--- src/rtl/core/ppt_pkg.sv ---
package ppt_pkg;

    // stack geometry and index width
    localparam int STACK_ENTRIES = 32;
    localparam int INDEX_BITS    = 16;
    localparam int STACK_AW      = $clog2(STACK_ENTRIES);
    localparam int TOP_W         = $clog2(STACK_ENTRIES + 1);

    // fixed field widths
    localparam int DEPTH_W = 8;
    localparam int TAG_W   = 16;
    localparam int FIELD_W = 16;
    localparam int COUNT_W = 16;

    // debug tag codes that matter to the inside-function flag
    localparam logic [TAG_W-1:0] TAG_LEXICAL_BLOCK = 16'h000b;
    localparam logic [TAG_W-1:0] TAG_VARIABLE      = 16'h0034;
    localparam logic [TAG_W-1:0] TAG_SUBPROGRAM    = 16'h002e;
    localparam logic [TAG_W-1:0] TAG_INLINED       = 16'h001d;

    typedef enum logic [1:0] {
        STATUS_OK       = 2'd0,
        STATUS_OVERFLOW = 2'd1,
        STATUS_PAST_END = 2'd2
    } status_t;

    typedef enum logic [1:0] {
        TCLASS_CLEAR,
        TCLASS_SET,
        TCLASS_INHERIT
    } tag_class_t;

    typedef enum logic {
        BK_IDLE,
        BK_POP
    } back_state_t;

    // one scope held on the stack
    typedef struct packed {
        logic [DEPTH_W-1:0]    depth;
        logic [INDEX_BITS-1:0] index;
        logic                  in_func;
    } scope_t;

    // classified entry handed from the front to the back
    typedef struct packed {
        logic [DEPTH_W-1:0]    depth;
        logic [INDEX_BITS-1:0] index;
        logic                  past_end;
        tag_class_t            tag_class;
    } job_t;

    function automatic tag_class_t classify_tag(input logic [TAG_W-1:0] tag);
        tag_class_t c;
        case (tag) inside
            TAG_LEXICAL_BLOCK, TAG_VARIABLE: c = TCLASS_INHERIT;
            TAG_SUBPROGRAM, TAG_INLINED:     c = TCLASS_SET;
            default:                         c = TCLASS_CLEAR;
        endcase
        return c;
    endfunction

    function automatic logic inside_flag(input tag_class_t c, input logic parent_valid,
                                         input logic parent_in_func);
        logic f;
        case (c)
            TCLASS_SET:     f = 1'b1;
            TCLASS_INHERIT: f = parent_valid & parent_in_func;
            default:        f = 1'b0;
        endcase
        return f;
    endfunction

endpackage

--- src/rtl/core/ppt_entry_if.sv ---
interface ppt_entry_if
    import ppt_pkg::*;
();
    logic               valid;
    logic               ready;
    logic [DEPTH_W-1:0] depth;
    logic [TAG_W-1:0]   tag;

    modport source (output valid, depth, tag, input ready);
    modport sink (input valid, depth, tag, output ready);
endinterface

--- src/rtl/core/ppt_result_if.sv ---
interface ppt_result_if
    import ppt_pkg::*;
();
    logic               valid;
    logic               ready;
    logic [FIELD_W-1:0] entry_index;
    logic [FIELD_W-1:0] parent_index;
    logic               has_parent;
    logic               in_function;
    logic [1:0]         status;

    modport source (output valid, entry_index, parent_index, has_parent, in_function,
                    status, input ready);
    modport sink (input valid, entry_index, parent_index, has_parent, in_function,
                  status, output ready);
endinterface

--- src/rtl/core/ppt_ram.sv ---
module ppt_ram #(
    parameter int WIDTH = 8,
    parameter int DEPTH = 32
) (
    input  logic                     clk,
    input  logic                     we,
    input  logic [$clog2(DEPTH)-1:0] waddr,
    input  logic [WIDTH-1:0]         wdata,
    input  logic                     re,
    input  logic [$clog2(DEPTH)-1:0] raddr,
    output logic [WIDTH-1:0]         rdata
);

    logic [WIDTH-1:0] mem [DEPTH];

    // one write port, one registered read port
    always_ff @(posedge clk)
    begin
        if (we)
        begin
            mem[waddr] <= wdata;
        end
        if (re)
        begin
            rdata <= mem[raddr];
        end
    end

endmodule

--- src/rtl/core/ppt_front.sv ---
module ppt_front
    import ppt_pkg::*;
(
    input  logic               clk,
    input  logic               rst_n,
    input  logic               cfg_we,
    input  logic [COUNT_W-1:0] cfg_data,
    ppt_entry_if.sink          entry,
    output job_t               job,
    output logic               job_valid,
    input  logic               job_ready
);

    logic [COUNT_W-1:0]    entry_count_reg;
    logic [INDEX_BITS-1:0] next_index_reg;
    logic [INDEX_BITS-1:0] next_index_next;
    logic                  accept;
    logic                  past_end;

    assign accept    = entry.valid && job_ready;
    assign past_end  = 32'(next_index_reg) >= 32'(entry_count_reg);

    // classify the entry and hand it on
    assign entry.ready   = job_ready;
    assign job_valid     = entry.valid;
    assign job.depth     = entry.depth;
    assign job.index     = next_index_reg;
    assign job.past_end  = past_end;
    assign job.tag_class = classify_tag(entry.tag);

    // running index only advances for entries inside the unit
    always_comb
    begin
        next_index_next = next_index_reg;
        if (accept && !past_end)
        begin
            next_index_next = next_index_reg + INDEX_BITS'(1);
        end
    end

    always_ff @(posedge clk or negedge rst_n)
    begin
        if (!rst_n)
        begin
            entry_count_reg <= '0;
            next_index_reg  <= '0;
        end
        else
        begin
            if (cfg_we)
            begin
                entry_count_reg <= cfg_data;
            end
            next_index_reg <= next_index_next;
        end
    end

endmodule

--- src/rtl/core/ppt_queue.sv ---
module ppt_queue
    import ppt_pkg::*;
(
    input  logic clk,
    input  logic rst_n,
    input  job_t push_job,
    input  logic push_valid,
    output logic push_ready,
    output job_t pop_job,
    output logic pop_valid,
    input  logic pop_ready
);

    job_t       slot_reg [2];
    logic       wr_ptr_reg;
    logic       rd_ptr_reg;
    logic [1:0] count_reg;
    logic       do_push;
    logic       do_pop;

    assign push_ready = count_reg != 2'd2;
    assign pop_valid  = count_reg != 2'd0;
    assign pop_job    = slot_reg[rd_ptr_reg];
    assign do_push    = push_valid && push_ready;
    assign do_pop     = pop_valid && pop_ready;

    // two-slot fifo between front and back
    always_ff @(posedge clk)
    begin
        if (do_push)
        begin
            slot_reg[wr_ptr_reg] <= push_job;
        end
    end

    always_ff @(posedge clk or negedge rst_n)
    begin
        if (!rst_n)
        begin
            wr_ptr_reg <= 1'b0;
            rd_ptr_reg <= 1'b0;
            count_reg  <= 2'd0;
        end
        else
        begin
            if (do_push)
            begin
                wr_ptr_reg <= !wr_ptr_reg;
            end
            if (do_pop)
            begin
                rd_ptr_reg <= !rd_ptr_reg;
            end
            count_reg <= count_reg + 2'(do_push) - 2'(do_pop);
        end
    end

endmodule

--- src/rtl/core/ppt_back.sv ---
module ppt_back
    import ppt_pkg::*;
(
    input  logic        clk,
    input  logic        rst_n,
    input  job_t        job,
    input  logic        job_valid,
    output logic        job_ready,
    ppt_result_if.source result
);

    back_state_t           state_reg, state_next;
    logic [TOP_W-1:0]      top_reg, top_next;
    scope_t                top_scope_reg, top_scope_next;
    scope_t                par_scope_reg, par_scope_next;
    logic                  par_from_ram_reg, par_from_ram_next;
    job_t                  job_reg, job_next;

    logic                  out_valid_reg, out_valid_next;
    logic [FIELD_W-1:0]    out_index_reg, out_index_next;
    logic [FIELD_W-1:0]    out_parent_reg, out_parent_next;
    logic                  out_has_reg, out_has_next;
    logic                  out_func_reg, out_func_next;
    status_t               out_status_reg, out_status_next;

    logic                  ram_we;
    logic [STACK_AW-1:0]   ram_waddr;
    scope_t                ram_wdata;
    logic                  ram_re;
    logic [STACK_AW-1:0]   ram_raddr;
    scope_t                ram_rdata;

    job_t                  cur_job;
    scope_t                par_eff;
    scope_t                new_scope;
    logic                  par_valid;
    logic                  out_free;
    logic                  pop_needed;
    logic                  do_pop;
    logic                  do_push;
    logic                  do_replace;
    logic                  do_past;
    logic [TOP_W-1:0]      top_m1;
    logic [TOP_W-1:0]      top_m3;

    // scopes above the sentinel; the top and its parent are also held in registers
    ppt_ram #(
        .WIDTH ($bits(scope_t)),
        .DEPTH (STACK_ENTRIES)
    ) u_stack (
        .clk   (clk),
        .we    (ram_we),
        .waddr (ram_waddr),
        .wdata (ram_wdata),
        .re    (ram_re),
        .raddr (ram_raddr),
        .rdata (ram_rdata)
    );

    assign top_m1     = top_reg - TOP_W'(1);
    assign top_m3     = top_reg - TOP_W'(3);
    assign out_free   = !out_valid_reg || result.ready;
    assign cur_job    = (state_reg == BK_IDLE) ? job : job_reg;
    assign par_eff    = par_from_ram_reg ? ram_rdata : par_scope_reg;
    assign par_valid  = top_reg > TOP_W'(1);
    assign pop_needed = (top_reg != '0) && (top_scope_reg.depth >= cur_job.depth);

    // pick the action for this cycle
    always_comb
    begin
        state_next = state_reg;
        job_ready  = 1'b0;
        job_next   = job_reg;
        do_pop     = 1'b0;
        do_push    = 1'b0;
        do_replace = 1'b0;
        do_past    = 1'b0;
        case (state_reg)
            BK_IDLE:
            begin
                if (job_valid && out_free)
                begin
                    job_ready = 1'b1;
                    if (job.past_end)
                    begin
                        do_past = 1'b1;
                    end
                    else if ((top_reg != '0) && (top_scope_reg.depth == job.depth))
                    begin
                        do_replace = 1'b1;
                    end
                    else if (pop_needed)
                    begin
                        do_pop     = 1'b1;
                        job_next   = job;
                        state_next = BK_POP;
                    end
                    else
                    begin
                        do_push = 1'b1;
                    end
                end
            end
            BK_POP:
            begin
                if (pop_needed)
                begin
                    do_pop = 1'b1;
                end
                else if (out_free)
                begin
                    do_push    = 1'b1;
                    state_next = BK_IDLE;
                end
            end
            default:
            begin
                state_next = BK_IDLE;
            end
        endcase
    end

    // stack update and result formation
    always_comb
    begin
        top_next          = top_reg;
        top_scope_next    = top_scope_reg;
        par_scope_next    = par_eff;
        par_from_ram_next = 1'b0;
        ram_we            = 1'b0;
        ram_waddr         = top_m1[STACK_AW-1:0];
        ram_re            = 1'b0;
        ram_raddr         = top_m3[STACK_AW-1:0];
        new_scope.depth   = cur_job.depth;
        new_scope.index   = cur_job.index;
        new_scope.in_func = 1'b0;
        ram_wdata         = new_scope;

        out_valid_next  = out_valid_reg && !result.ready;
        out_index_next  = out_index_reg;
        out_parent_next = out_parent_reg;
        out_has_next    = out_has_reg;
        out_func_next   = out_func_reg;
        out_status_next = out_status_reg;

        if (do_past)
        begin
            out_valid_next  = 1'b1;
            out_index_next  = FIELD_W'(cur_job.index);
            out_parent_next = '0;
            out_has_next    = 1'b0;
            out_func_next   = 1'b0;
            out_status_next = STATUS_PAST_END;
        end

        // same depth: the new entry takes over the top scope
        if (do_replace)
        begin
            new_scope.in_func = inside_flag(cur_job.tag_class, par_valid, par_eff.in_func);
            ram_we            = 1'b1;
            ram_wdata         = new_scope;
            top_scope_next    = new_scope;
            out_valid_next    = 1'b1;
            out_index_next    = FIELD_W'(cur_job.index);
            out_parent_next   = par_valid ? FIELD_W'(par_eff.index) : '0;
            out_has_next      = par_valid;
            out_func_next     = new_scope.in_func;
            out_status_next   = STATUS_OK;
        end

        // drop the top scope, fetch the one below the new top as the new parent
        if (do_pop)
        begin
            top_next       = top_m1;
            top_scope_next = par_eff;
            if (top_reg > TOP_W'(2))
            begin
                ram_re            = 1'b1;
                par_from_ram_next = 1'b1;
            end
        end

        if (do_push)
        begin
            out_valid_next = 1'b1;
            out_index_next = FIELD_W'(cur_job.index);
            if (top_reg == TOP_W'(STACK_ENTRIES))
            begin
                // stack full: entry dropped, current top reported as parent
                out_parent_next = FIELD_W'(top_scope_reg.index);
                out_has_next    = 1'b1;
                out_func_next   = 1'b0;
                out_status_next = STATUS_OVERFLOW;
            end
            else
            begin
                new_scope.in_func = inside_flag(cur_job.tag_class, top_reg != '0,
                                                top_scope_reg.in_func);
                ram_we          = 1'b1;
                ram_waddr       = top_reg[STACK_AW-1:0];
                ram_wdata       = new_scope;
                top_next        = top_reg + TOP_W'(1);
                par_scope_next  = top_scope_reg;
                top_scope_next  = new_scope;
                out_parent_next = (top_reg != '0) ? FIELD_W'(top_scope_reg.index) : '0;
                out_has_next    = top_reg != '0;
                out_func_next   = new_scope.in_func;
                out_status_next = STATUS_OK;
            end
        end
    end

    // control state
    always_ff @(posedge clk or negedge rst_n)
    begin
        if (!rst_n)
        begin
            state_reg        <= BK_IDLE;
            top_reg          <= '0;
            par_from_ram_reg <= 1'b0;
            out_valid_reg    <= 1'b0;
        end
        else
        begin
            state_reg        <= state_next;
            top_reg          <= top_next;
            par_from_ram_reg <= par_from_ram_next;
            out_valid_reg    <= out_valid_next;
        end
    end

    // payload
    always_ff @(posedge clk)
    begin
        top_scope_reg  <= top_scope_next;
        par_scope_reg  <= par_scope_next;
        job_reg        <= job_next;
        out_index_reg  <= out_index_next;
        out_parent_reg <= out_parent_next;
        out_has_reg    <= out_has_next;
        out_func_reg   <= out_func_next;
        out_status_reg <= out_status_next;
    end

    assign result.valid        = out_valid_reg;
    assign result.entry_index  = out_index_reg;
    assign result.parent_index = out_parent_reg;
    assign result.has_parent   = out_has_reg;
    assign result.in_function  = out_func_reg;
    assign result.status       = out_status_reg;

endmodule

--- src/rtl/core/preorder_depth_parent_tracker.sv ---
// Preorder parent tracker: takes tree entries (depth, tag) in preorder and returns one
// transaction per entry with its running index, its parent's index and an inside-function
// flag; status reports a full scope stack (entry dropped, index still used) or an entry
// beyond entry_count, which must be written while the block is idle. An entry at the
// same depth as the current top scope, or deeper, or beyond the count, is handled by the
// back end from its idle state; an entry that climbs out of k scopes takes one pop per
// scope and then the push, because each pop fetches the next parent from the scope
// stack memory, which has a registered read of one address a cycle. A two-entry queue
// between the classifying front end and the stack engine lets entries keep arriving while
// the stack unwinds; the back end takes a new entry only when the result register is
// empty or being taken in the same cycle, so a waiting result holds it. No clearing pass
// is needed after reset.
module preorder_depth_parent_tracker
    import ppt_pkg::*;
(
    input  logic               clk,
    input  logic               rst_n,
    input  logic               cfg_we,
    input  logic [COUNT_W-1:0] cfg_data,
    ppt_entry_if.sink          entry,
    ppt_result_if.source       result
);

    job_t front_job;
    logic front_valid;
    logic front_ready;
    job_t back_job;
    logic back_valid;
    logic back_ready;

    // index assignment and tag classification
    ppt_front u_front (
        .clk       (clk),
        .rst_n     (rst_n),
        .cfg_we    (cfg_we),
        .cfg_data  (cfg_data),
        .entry     (entry),
        .job       (front_job),
        .job_valid (front_valid),
        .job_ready (front_ready)
    );

    ppt_queue u_queue (
        .clk        (clk),
        .rst_n      (rst_n),
        .push_job   (front_job),
        .push_valid (front_valid),
        .push_ready (front_ready),
        .pop_job    (back_job),
        .pop_valid  (back_valid),
        .pop_ready  (back_ready)
    );

    // scope stack engine
    ppt_back u_back (
        .clk       (clk),
        .rst_n     (rst_n),
        .job       (back_job),
        .job_valid (back_valid),
        .job_ready (back_ready),
        .result    (result)
    );

endmodule

--- src/flat_wrapper.sv ---
// flat-port wrapper written by rule: the top's interface ports become plain ports
module preorder_depth_parent_tracker_flat import ppt_pkg::*;
  (clk, rst_n, cfg_we, cfg_data, entry_valid, entry_depth, entry_tag, entry_ready, result_valid, result_entry_index, result_parent_index, result_has_parent, result_in_function, result_status, result_ready);
  ppt_entry_if entry_i ();
  ppt_result_if result_i ();
  input  logic clk;
  input  logic rst_n;
  input  logic cfg_we;
  input  logic [COUNT_W-1:0] cfg_data;
  input wire logic [$bits(entry_i.valid)-1:0] entry_valid;
  input wire logic [$bits(entry_i.depth)-1:0] entry_depth;
  input wire logic [$bits(entry_i.tag)-1:0] entry_tag;
  output wire logic [$bits(entry_i.ready)-1:0] entry_ready;
  output wire logic [$bits(result_i.valid)-1:0] result_valid;
  output wire logic [$bits(result_i.entry_index)-1:0] result_entry_index;
  output wire logic [$bits(result_i.parent_index)-1:0] result_parent_index;
  output wire logic [$bits(result_i.has_parent)-1:0] result_has_parent;
  output wire logic [$bits(result_i.in_function)-1:0] result_in_function;
  output wire logic [$bits(result_i.status)-1:0] result_status;
  input wire logic [$bits(result_i.ready)-1:0] result_ready;
  assign entry_i.valid = entry_valid;
  assign entry_i.depth = entry_depth;
  assign entry_i.tag = entry_tag;
  assign entry_ready = entry_i.ready;
  assign result_valid = result_i.valid;
  assign result_entry_index = result_i.entry_index;
  assign result_parent_index = result_i.parent_index;
  assign result_has_parent = result_i.has_parent;
  assign result_in_function = result_i.in_function;
  assign result_status = result_i.status;
  assign result_i.ready = result_ready;
  preorder_depth_parent_tracker u_core (.clk(clk), .rst_n(rst_n), .cfg_we(cfg_we), .cfg_data(cfg_data), .entry(entry_i), .result(result_i));
endmodule
--- config.mk ---
export PLATFORM = sky130hd
export DESIGN_NAME = preorder_depth_parent_tracker_flat
export DESIGN_NICKNAME = d
export VERILOG_FILES = /design/src/rtl/core/ppt_pkg.sv /design/src/rtl/core/ppt_entry_if.sv /design/src/rtl/core/ppt_result_if.sv /design/src/rtl/core/ppt_ram.sv /design/src/rtl/core/ppt_front.sv /design/src/rtl/core/ppt_queue.sv /design/src/rtl/core/ppt_back.sv /design/src/rtl/core/preorder_depth_parent_tracker.sv /design/src/flat_wrapper.sv
export SDC_FILE = /design/constraint.sdc
export NUM_CORES = 1
export LEC_CHECK = 0
export BUFFER_PORTS_ARGS = -buffer_cell sky130_fd_sc_hd__buf_2
export CAP_MARGIN = 5
export CORE_MARGIN = 5
export CORE_UTILIZATION = 54
export CTS_CLUSTER_SIZE = 20
export DETAILED_ROUTE_END_ITERATION = 12
export PLACE_DENSITY = 0.77
export SLEW_MARGIN = 20
export SYNTH_ARGS = -nofsm -noshare
export SYNTH_HDL_FRONTEND = slang
export SYNTH_HIERARCHICAL = 1
export SYNTH_SLANG_ARGS = --single-unit
--- constraint.sdc ---
create_clock -name clk -period 6.3 [get_ports clk]
set_input_delay 0.315 -clock clk [delete_from_list [all_inputs] [get_ports clk]]
set_output_delay 0.315 -clock clk [all_outputs]
set_load 0.02 [all_outputs]
==> metrics.yaml <==
clocking:
  root_buffer: "clkbuf_16"
  clock_latency_ps: 660
  cts_buffer_depth: 3
  path_clk_slew_ps: 60
  numCtsBuffers: 97
  post-cts-setup-buffers: 0
  cts_tree: "done"
  htree_num_levels: 3
  cts.sinks: 1036
synth:
  synth_cell_types: 73
  syn_inst: 2599
  async_flop_share: 0.0434
  yosys_warnings: 6
  synth_compound_area_frac: 0.0625
  synthFlopType: "edfxtp_1"
  synth-simple-area-share: 0.0496
  synthMuxAreaShare: 0.117
  syn-num-nets: 2677
  syn_area_sq_um: 41900
  yosys.area_share.adder: 0.00985
  synth_edf_count: 941
  ys_seq_area_frac: 0.725
  ys_ff_latch: 1036
  synthXorXnorAreaFrac: 0.00731
  syn_area_per_cell_sq_um: 16.1
  synth_top_family_by_area: "multiplexers"
layout:
  syn2layout_area_growth_pct: 12.2
  stdcell_area_sq_um: 47000
  largest_reg_flops: 800
  instances_no_fill: 3866
  num-fill-cells: 5340
  multi_input_area_sq_um: 10400
  layout-drive-gt1-share: 0.150
  finish.utilization: 0.609
  nNetsFinal: 2820
  final_cell_mix: "edfxtp_1 (941), mux2i_1 (448), a21oi_1 (131), nand2_1 (115), clkbuf_16 (98)"
  final_common_cell: "edfxtp_1"
  seq_area_sq_um: 30400
placement:
  dpl_cell_area_sq_um: 43400
  dp_slack_ps: 919
  dp_hpwl_um: 60300
  place.port_buffers: 82
  dp.cells: 3658
  finalWeightedCongestion: 0.919
critical_path:
  slowest_stage: "a41oi_1"
  critPathMaxFanout: 34
  end_kind: "flop"
  r2r-start: "u_core/u_queue/rd_ptr_reg$_DFFE_PN0P_"
  crit_chain: "mux2_2 -> mux2_2 -> inv_1 -> ha_1 -> a2111oi_0 -> o31ai_1 -> a31oi_2 -> buf_4 -> nand3b_4 -> a41oi_1 -> nand3b_1 -> nor2_2 -> buf_12"
  critPathKind: "flop to flop"
  cp-start-kind: "flop"
  crit_path_frequent_cell: "mux2_2"
  arrival_ps: 5950
  crit_path_max_incr_delay_ps: 750
  cp.required_ps: 6670
  cp-startpoint: "u_core/u_queue/rd_ptr_reg$_DFFE_PN0P_"
global_routing:
  grt_use_total: 0.234
  antenna_found_initial: 3
  grt_pass1_wl_um: 147000
  grt_max_degree: 129
  grt_pass1_vias: 23200
  grt_overflow: 0
pwr:
  ir_worst_vdd_uv: 459
  powerDensity_nw_per_um2: 582
  p_total_mw: 27.3
  power_leakage_nw: 16.9
detailed_routing:
  via_per_inst: 6.11
  dr.pass1.iters: 6
  drt-met1-wl_um: 37700
  route.detailed.drc: 0
  postRouteAntennaNets: 0
  dr_wl_met2_um: 48500
  detail_route.wl_per_cell_um: 25.4
  top_layer_used: "met4"
  vias: 23600
  met3_length_um: 8410
  drtIter0Drc: 2699
  drt_wl_total_um: 98100
sta:
  rsz0062_at_grt: "no"
  fin_tns_setup_ps: 0
  finalCritPeriodShare: 0.886
  whs_ps: 68.5
  final.min_clock_period_ps: 5580
  finalClockSkew_ps: 36.1
  worst_pin_slew_ps: 1030
  hold_viol_final: 0
  drv_slew: 0
  slew_headroom: 0.308
  fmax_ghz: 0.179
  setup_viol: 0
  setup_slack_ps: 716
die:
  die_h_um: 289
  std_cell_rows: 102
  io_pins: 83
  dieArea_sq_um: 83300
  die_w_um: 289
  initial_utilization: 0.543
  coreArea_sq_um: 77200
min_path:
  hold_start: "entry_tag[2]"
  hold_path.class: "input pin to flop"
run_status:
  status: "finished, final reports clean"
job:
  max_cap_viol_count: 0
worst paths after layout:
kind                                                                  to  slack, ps  cells after the start
hold reg to reg                  u_core/u_back/par_scope_reg[15]$_DFF_P_        490                      2
hold / removal                   u_core/u_queue/slot_reg[1][0]$_DFFE_PP_         70                      3
setup reg to reg              u_core/u_back/u_stack/mem[26][7]$_DFFE_PP_        720                     13
min in group asynchronous  u_core/u_front/entry_count_reg[1]$_DFFE_PN0P_        310                      3
max in group asynchronous             u_core/u_back/top_reg[1]$_DFF_PN0_       5540                      3
setup / recovery              u_core/u_back/u_stack/mem[26][7]$_DFFE_PP_        720                     13
layout make-up:
class | instances | area share
Inverter | 50 | 0.00415
Clock buffer | 107 | 0.0531
Clock inverter | 75 | 0.0179
Multi-Input combinational cell | 1361 | 0.222
Tap cell | 1040 | 0.0277
Antenna cell | 1 | 0.0000532
Sequential cell | 1036 | 0.646
Timing Repair Buffer | 196 | 0.0291
cells by family after synthesis:
kind of cell | count (synthesis)
DFF | 1036
xor gates and xnor gates | 35
adders and majority gates | 33
AOI/OAI and AO/OA | 388
muxes | 484
and+or+nand+nor | 421
buffers and inverters | 202
where the power goes:
group          switching (mW)  total (mW)  leakage [nW]  internal, mW
Combinational            7.77        11.0          5.80          3.23
Sequential              0.453        10.3          9.51          9.87
Clock                    2.53        6.03          1.63          3.50
worst max-delay path, delay by kind of cell, from the launching register on:
family	cells	cell delay, ps
muxes	2	940
and+or+nand+nor	3	1220
DFF	1	470
adders and majority gates	1	290
buffers and inverters	3	610
AOI/OAI and AO/OA	4	1740
cell usage after synthesis, drive strengths merged (2+ instances only):
| cell | count | area, sq um |
|---|---|---|
| clkbuf | 41 | 169 |
| mux2 | 36 | 405 |
| dfxtp | 50 | 1000 |
| a21oi | 132 | 672 |
| nand2 | 115 | 432 |
| o22a | 17 | 149 |
| nand4 | 10 | 62.6 |
| xnor2 | 10 | 87.6 |
| nand4b | 5 | 43.8 |
| and2 | 9 | 56.3 |
| nor2b | 9 | 56.3 |
| o2bb2ai | 16 | 140 |
| or2 | 3 | 21.3 |
| edfxtp | 941 | 28300 |
| o31ai | 3 | 22.5 |
| nor3 | 32 | 160 |
| a21o | 2 | 15.0 |
| inv | 50 | 188 |
| nand3b | 7 | 77.6 |
| nor2 | 93 | 357 |
| xor2 | 25 | 219 |
| o221a | 5 | 56.3 |
| ha | 33 | 413 |
| mux2i | 448 | 4480 |
| o211ai | 3 | 22.5 |
| and4 | 3 | 26.3 |
| buf | 111 | 867 |
| nand3 | 91 | 455 |
| dfrtp | 45 | 1130 |
| a22oi | 76 | 571 |
| o31a | 2 | 17.5 |
| nor3b | 2 | 15.0 |
| o21ai | 38 | 190 |
| a22o | 50 | 438 |
| or3b | 3 | 26.3 |
| o221ai | 2 | 17.5 |
| and3 | 8 | 56.3 |
| nor4 | 15 | 109 |
| nand2b | 9 | 56.3 |
| a31oi | 32 | 221 |
| or3 | 2 | 12.5 |
routing by layer:
| metal | up-vias | track usage |
|---|---|---|
| li1 | 10400 | - |
| met1 | 11900 | 0.317 |
| met2 | 1191 | 0.385 |
| met3 | 190 | 0.0381 |
| met4 | 0 | 0.0886 |
| met5 | - | 0 |
repair_timing:
| action | 4_1_cts | 5_1_grt |
|---|---|---|
| resized for setup | 0 | 0 |
| hold endpoints to repair | 77 | 0 |
| hold buffers | 25 | 0 |
(Power assumes the default switching activity.)
